`src/hw/rtl/sustain_pedal_note_holder_assert.svh`:
```
// Assertion macros shared by the sustain pedal note holder RTL.
`ifndef SUSTAIN_PEDAL_NOTE_HOLDER_ASSERT_SVH
`define SUSTAIN_PEDAL_NOTE_HOLDER_ASSERT_SVH

// Same-cycle implication, checked on every rising clock edge outside reset.
`define SPNH_ASSERT_NOW(label, ante, cons, msg) \
    label: assert property (@(posedge clk) disable iff (!rst_n) (ante) |-> (cons)) \
        else $error(msg);

// Next-cycle implication, checked on every rising clock edge outside reset.
`define SPNH_ASSERT_NEXT(label, ante, cons, msg) \
    label: assert property (@(posedge clk) disable iff (!rst_n) (ante) |=> (cons)) \
        else $error(msg);

`endif

```
`src/hw/rtl/spnh_pkg.sv`:
```
// Types and command codes for the sustain pedal note holder.
package spnh_pkg;

    localparam int unsigned DATA_W = 7;

    localparam logic [1:0] CMD_NOTE  = 2'd0;
    localparam logic [1:0] CMD_VEL   = 2'd1;
    localparam logic [1:0] CMD_PEDAL = 2'd2;
    localparam logic [1:0] CMD_CLEAR = 2'd3;

    typedef struct packed {
        logic [1:0]        command;
        logic [DATA_W-1:0] value;
    } req_t;

    typedef struct packed {
        logic [DATA_W-1:0] pitch;
        logic [DATA_W-1:0] velocity;
        logic              last;
    } rsp_t;

endpackage

```
`src/hw/rtl/sustain_pedal_note_holder.sv`:
```
// Sustain pedal note holder: passes notes, holds note-offs under the pedal, releases them.
//
//   Channel  Dir  Handshake             Beat
//   req      in   req_valid/req_stall   req_t: command, value
//   rsp      out  rsp_valid/rsp_stall   rsp_t: pitch, velocity, last
//
// A note, velocity, clear or pedal-down command is handled when accepted; a passed note
// appears in the output register on the next cycle.
// A pedal release with N held notes first issues a read of the hold memory, then
// emits one released note per cycle from its read port while the output is not stalled.
// Reset clears the velocity, the pedal flag and the hold count; the hold memory
// is not cleared, since only entries below the count are ever read.
// A stalled output holds its beat, and the release burst pauses with it.
module sustain_pedal_note_holder
    import spnh_pkg::*;
#(
    parameter int unsigned HOLD_DEPTH = 32
)
(
    input  logic clk,
    input  logic rst_n,

    input  logic req_valid,
    output logic req_stall,
    input  req_t req,

    output logic rsp_valid,
    input  logic rsp_stall,
    output rsp_t rsp
);

    // The count must be able to hold HOLD_DEPTH itself; the address only indexes entries.
    localparam int unsigned CNT_W  = $clog2(HOLD_DEPTH + 1);
    localparam int unsigned ADDR_W = (HOLD_DEPTH > 1) ? $clog2(HOLD_DEPTH) : 1;

    localparam logic ST_IDLE = 1'b0;
    localparam logic ST_EMIT = 1'b1;

    logic              state_reg, state_next;
    logic [DATA_W-1:0] vel_reg, vel_next;
    logic              pedal_reg, pedal_next;
    logic [CNT_W-1:0]  count_reg, count_next;
    logic              rsp_valid_reg, rsp_valid_next;
    rsp_t              rsp_reg, rsp_next;

    // Hold stack storage: one write port, one registered read port.
    logic [DATA_W-1:0] mem [HOLD_DEPTH];
    logic [DATA_W-1:0] rdata_reg;
    logic              mem_we;
    logic              mem_re;
    logic [ADDR_W-1:0] mem_waddr;
    logic [ADDR_W-1:0] mem_raddr;
    logic [CNT_W-1:0]  count_dec;

    logic out_free;
    logic accept;
    logic full;
    logic pass;

    // The output register can take a new beat when it is empty or being drained.
    assign out_free  = !rsp_valid_reg || !rsp_stall;
    assign req_stall = !((state_reg == ST_IDLE) && out_free);
    assign accept    = req_valid && !req_stall;

    assign full      = (count_reg == CNT_W'(HOLD_DEPTH));
    assign count_dec = count_reg - CNT_W'(1);
    assign mem_waddr = count_reg[ADDR_W-1:0];
    assign mem_raddr = count_dec[ADDR_W-1:0];

    // A note passes when the velocity is nonzero or the pedal is up.
    assign pass = (vel_reg != '0) || !pedal_reg;

    always_comb
    begin
        state_next     = state_reg;
        vel_next       = vel_reg;
        pedal_next     = pedal_reg;
        count_next     = count_reg;
        rsp_next       = rsp_reg;
        rsp_valid_next = rsp_valid_reg && rsp_stall;
        mem_we         = 1'b0;
        mem_re         = 1'b0;

        unique case (state_reg)
            ST_IDLE:
            begin
                if (accept)
                begin
                    unique case (req.command)
                        CMD_NOTE:
                        begin
                            if (pass || full)
                            begin
                                // A note-off that finds the stack full passes with velocity zero.
                                rsp_next.pitch    = req.value;
                                rsp_next.velocity = pass ? vel_reg : '0;
                                rsp_next.last     = 1'b1;
                                rsp_valid_next    = 1'b1;
                            end
                            else
                            begin
                                mem_we     = 1'b1;
                                count_next = count_reg + CNT_W'(1);
                            end
                        end
                        CMD_VEL:
                        begin
                            vel_next = req.value;
                        end
                        CMD_PEDAL:
                        begin
                            pedal_next = (req.value != '0);
                            if ((req.value == '0) && (count_reg != '0))
                            begin
                                // Fetch the newest held note; the release state emits it.
                                mem_re     = 1'b1;
                                count_next = count_dec;
                                state_next = ST_EMIT;
                            end
                        end
                        CMD_CLEAR:
                        begin
                            count_next = '0;
                        end
                        default:
                        begin
                            count_next = count_reg;
                        end
                    endcase
                end
            end
            ST_EMIT:
            begin
                // Read data holds until it is consumed, so a stall just pauses the burst.
                if (out_free)
                begin
                    rsp_next.pitch    = rdata_reg;
                    rsp_next.velocity = '0;
                    rsp_next.last     = (count_reg == '0);
                    rsp_valid_next    = 1'b1;
                    if (count_reg == '0)
                    begin
                        state_next = ST_IDLE;
                    end
                    else
                    begin
                        mem_re     = 1'b1;
                        count_next = count_dec;
                    end
                end
            end
            default:
            begin
                state_next = ST_IDLE;
            end
        endcase
    end

    // Writes come only from an idle note command and reads only from a pedal release or
    // the release state, so the two ports never touch the same entry in one cycle.
    always_ff @(posedge clk)
    begin
        if (mem_we)
        begin
            mem[mem_waddr] <= req.value;
        end
        if (mem_re)
        begin
            rdata_reg <= mem[mem_raddr];
        end
    end

    always_ff @(posedge clk or negedge rst_n)
    begin
        if (!rst_n)
        begin
            state_reg     <= ST_IDLE;
            vel_reg       <= '0;
            pedal_reg     <= 1'b0;
            count_reg     <= '0;
            rsp_valid_reg <= 1'b0;
        end
        else
        begin
            state_reg     <= state_next;
            vel_reg       <= vel_next;
            pedal_reg     <= pedal_next;
            count_reg     <= count_next;
            rsp_valid_reg <= rsp_valid_next;
        end
    end

    always_ff @(posedge clk)
    begin
        rsp_reg <= rsp_next;
    end

    assign rsp_valid = rsp_valid_reg;
    assign rsp       = rsp_reg;

`include "sustain_pedal_note_holder_assert.svh"

    // The hold count never exceeds the stack depth.
    `SPNH_ASSERT_NOW(a_count_bound, 1'b1, count_reg <= CNT_W'(HOLD_DEPTH),
        "hold count exceeds stack depth")

    // No new command is taken while a release burst is running.
    `SPNH_ASSERT_NOW(a_no_accept_in_emit, state_reg == ST_EMIT, req_stall,
        "command accepted during release")

    // Emitting the oldest held note marks it last and ends the burst.
    `SPNH_ASSERT_NEXT(a_burst_end, (state_reg == ST_EMIT) && out_free && (count_reg == '0),
        (state_reg == ST_IDLE) && rsp_valid && rsp.last,
        "release burst did not end on its last beat")

    // An accepted note-off under the pedal with room left grows the stack.
    `SPNH_ASSERT_NEXT(a_push, accept && (req.command == CMD_NOTE) && !pass && !full,
        count_reg == $past(count_reg) + CNT_W'(1),
        "held note not pushed")

endmodule
```
`config.mk`:
```
export PLATFORM = sky130hd
export DESIGN_NAME = sustain_pedal_note_holder
export DESIGN_NICKNAME = d
export VERILOG_FILES = /design/src/hw/rtl/spnh_pkg.sv /design/src/hw/rtl/sustain_pedal_note_holder.sv
export VERILOG_INCLUDE_DIRS = /design/src /design/src/hw/rtl
export SDC_FILE = /design/constraint.sdc
export NUM_CORES = 1
export LEC_CHECK = 0
export ABC_AREA = 0
export CORE_UTILIZATION = 55
export DETAILED_ROUTE_END_ITERATION = 6
export DONT_BUFFER_PORTS = 1
export HOLD_SLACK_MARGIN = 0.1
export PLACE_DENSITY = 0.77
export SLEW_MARGIN = 20
export SYNTH_ARGS = -nofsm -noshare
export SYNTH_HDL_FRONTEND = slang
export SYNTH_SLANG_ARGS = --single-unit
```
`constraint.sdc`:
```
create_clock -name clk -period 3.4 [get_ports clk]
set_input_delay 0.68 -clock clk [delete_from_list [all_inputs] [get_ports clk]]
set_output_delay 0.68 -clock clk [all_outputs]
set_load 0.02 [all_outputs]
```
==> results.sh <==
export IMPL_status="finished clean"
export IMPL_fin_skew_ns=0.007733
export IMPL_grt_pass1_wl_um=32510
export IMPL_wire_per_inst_um=24.36
export IMPL_grt_pass1_vias=5424
export IMPL_grt_setup_unrepaired="false"
export IMPL_grt_ovfl_total=0
export IMPL_avgSynthCellArea_um2=19.20
export IMPL_synth_top_cell_by_area="edfxtp_1"
export IMPL_path_buf_inv=1
export IMPL_setup_viol=0
export IMPL_die_area_mm2=0.02026
export IMPL_largest_reg_flops=224
export IMPL_cap_violations=0
export IMPL_pre_cts_slack_ns=0.5116
export IMPL_synth_area_mm2=0.01083
export IMPL_synth_seq_area_share_pct=71.90
export IMPL_finalHoldViolCount=0
export IMPL_drc_errors=0
export IMPL_synthCells=564
export IMPL_cts_sinks=262
export IMPL_cts_tree="done"
export IMPL_initial_utilization_pct=56.95
export IMPL_diodes=0
export IMPL_synth_top_area_share_pct=68.21
export IMPL_required_ns=3.55
export IMPL_clk_path_buf_depth=3
export IMPL_synth_most_common_cell="edfxtp_1"
export IMPL_slowest_stage="nor2_1"
export IMPL_max_slew_margin_pct=38.78
export IMPL_cp_start_kind="flip-flop"
export IMPL_multi_input_area_mm2=0.002835
export IMPL_postSynthNetCount=586
export IMPL_routed_wl_um=21120
export IMPL_via_per_inst=6.248
export IMPL_synth_top_cells_by_area="edfxtp_1 68%, mux4_2 12%, dfrtp_1 3.7%"
export IMPL_dp_hpwl_um=13070
export IMPL_period_share_pct=83.40
export IMPL_setup_tns_ns=0
export IMPL_critPathMaxStageDelay_ns=0.61
export IMPL_peakVddDrop_mv=0.5321
export IMPL_max_freq_ghz=0.3527
export IMPL_htree_num_levels=1
export IMPL_drtIter0Drc=612
export IMPL_cts_setup_buffers=0
export IMPL_antenna_found_initial=0
export IMPL_synth_cell_type_count=53
export IMPL_synth_seq_cells=262
export IMPL_finalNetCount=609
export IMPL_fin_crit_ns=2.836
export IMPL_pin_count=30
export IMPL_synth_commonest_cells="246 x edfxtp_1, 56 x mux4_2, 36 x nor2_1"
export IMPL_cts_root_buffer="clkbuf_16"
export IMPL_worst_slack_ns=0.5644
export IMPL_postRouteAntennaNets=0
export IMPL_yosysWarnings=0
export IMPL_area_growth_syn_to_layout_pct=12.10
export IMPL_path_class="reg -> reg"
export IMPL_dr_total_vias=5417
export IMPL_critPathMaxFanout=8
export IMPL_dr_pass1_iters=5
export IMPL_worstSetupEndpointType="flip-flop"
export IMPL_grt_max_degree=65
export IMPL_port_buffers=0
export IMPL_cts_resized_gates=0
export IMPL_worstHoldPathType="in -> reg"
export IMPL_gp_congestion=0.8767
export IMPL_grt_usage_pct=21.98
export IMPL_synth_async_sr_flop_share_pct=6.107
export IMPL_core_rowCount=50
export IMPL_synth_edf_count=246
export IMPL_arrival_ns=2.99
export IMPL_crit_family="simple AND/OR/NAND/NOR gates"
export IMPL_final_max_slew_viol_count=0
export IMPL_fillers=1288
export IMPL_insertion_delay_ns=0.52
export IMPL_synth_flop_cell="edfxtp_1"
export IMPL_pwr_density_cell_mw_per_mm2=862.1
export IMPL_path_clk_slew_ns=0.06
export IMPL_die_w_um=142.3
export IMPL_p_leak_nw=3.919
export IMPL_drive_gt1_share_pct=26.19
export IMPL_dieHeight_um=142.3
export IMPL_cts_buffers=26
export IMPL_core_mm2=0.01902
export IMPL_path_cells="inv_1, ha_2, nor4b_4, a211oi_2, nand2_2, nor2_1"
export IMPL_worst_slew_pin_slew_ns=0.9183
export IMPL_hold_buffers=1
export IMPL_seqCellArea_mm2=0.007791
[final timing paths]
| check | endpoint | startpoint | slack (ns) | depth (start not counted) |
|---|---|---|---|---|
| setup / recovery | mem[9][6]$_DFFE_PP_ | count_reg[1]$_DFFE_PN0P_ | 0.56 | 6 |
| hold / removal | mem[9][4]$_DFFE_PP_ | req[4] | 0.25 | 0 |
| setup reg to reg | mem[9][6]$_DFFE_PP_ | count_reg[1]$_DFFE_PN0P_ | 0.56 | 6 |
| hold reg to reg | vel_reg[2]$_DFFE_PN0P_ | vel_reg[2]$_DFFE_PN0P_ | 0.55 | 1 |
| max in group asynchronous | count_reg[0]$_DFFE_PN0P_ | rst_n | 2.20 | 1 |
| min in group asynchronous | count_reg[4]$_DFFE_PN0P_ | rst_n | 0.66 | 1 |
[cell families after synthesis]
| kind of cell | Yosys count | synth area share (%) |
|---|---|---|
| flip-flops | 262 | 71.90 |
| AND/OR/NAND/NOR | 109 | 5.314 |
| multiplexers | 92 | 15.15 |
| AO/OA/AOI/OAI | 53 | 4.159 |
| buffers and inverters | 35 | 1.941 |
| adder cells (fa/ha/maj) | 9 | 1.040 |
| XOR/XNOR | 4 | 0.4968 |
[metal layers]
layer,vias to the layer above,track usage (%),wire [um]
met4,0,5.999,561
met3,46,3.769,1422
li1,2327,-,-
met2,248,34.70,10070
met1,2796,31.99,9070
met5,-,0,0
[layout by cell type, fill, tap and decap left out, types with 2 or more instances in the layout]
| cell | n |
|---|---|
| clkinv_2 | 5 |
| nand3_1 | 7 |
| nor2_1 | 36 |
| mux2_2 | 14 |
| a221oi_2 | 7 |
| ha_1 | 8 |
| nor4b_4 | 2 |
| edfxtp_1 | 246 |
| clkinvlp_4 | 3 |
| clkbuf_16 | 27 |
| nand2_2 | 4 |
| bufinv_16 | 8 |
| o32ai_1 | 2 |
| nand2_1 | 32 |
| nor4_2 | 2 |
| clkinv_1 | 4 |
| mux4_2 | 56 |
| a21oi_1 | 9 |
| nor2b_1 | 10 |
| nand4_1 | 3 |
| o21ai_1 | 5 |
| nor3_1 | 4 |
| mux2i_1 | 21 |
| o21ai_0 | 2 |
| xnor2_1 | 2 |
| a32o_1 | 9 |
| inv_1 | 9 |
| a32oi_1 | 2 |
| a31oi_1 | 5 |
| dfrtp_1 | 15 |
| nor3b_1 | 2 |
| buf_4 | 19 |
[cell type report]
type	count	area share (%)
Clock inverter	20	2.494
Sequential cell	262	64.18
Multi-Input combinational cell	267	23.35
Inverter	9	0.2783
Tap cell	260	2.680
Clock buffer	28	5.596
Timing Repair Buffer	21	1.422
[through the flow]
| step | total power [W] | util [%] | instances | cell area (um^2) | hold slack [ns] |
|---|---|---|---|---|---|
| floorplan | 0.006589 | - | 564 | 10830 | 0.3844 |
| global placement | 0.007214 | 58.62 | 818 | 11150 | 0.3849 |
| detailed placement | 0.007270 | 58.62 | 818 | 11150 | 0.3847 |
| CTS | 0.01049 | 63.84 | 867 | 12140 | 0.2345 |
| global route | 0.01083 | 63.84 | 867 | 12140 | 0.2338 |
| finish | 0.01047 | 63.84 | 867 | 12140 | 0.2516 |
[where the power goes]
group	internal (W)	total [W]	switching [W]
combinational	0.00156	0.00345	0.00189
sequential	0.00367	0.00380	0.000132
clock	0.00205	0.00322	0.00117
total	0.00727	0.0105	0.00319
Note: power is estimated with default switching activity, not from simulation.
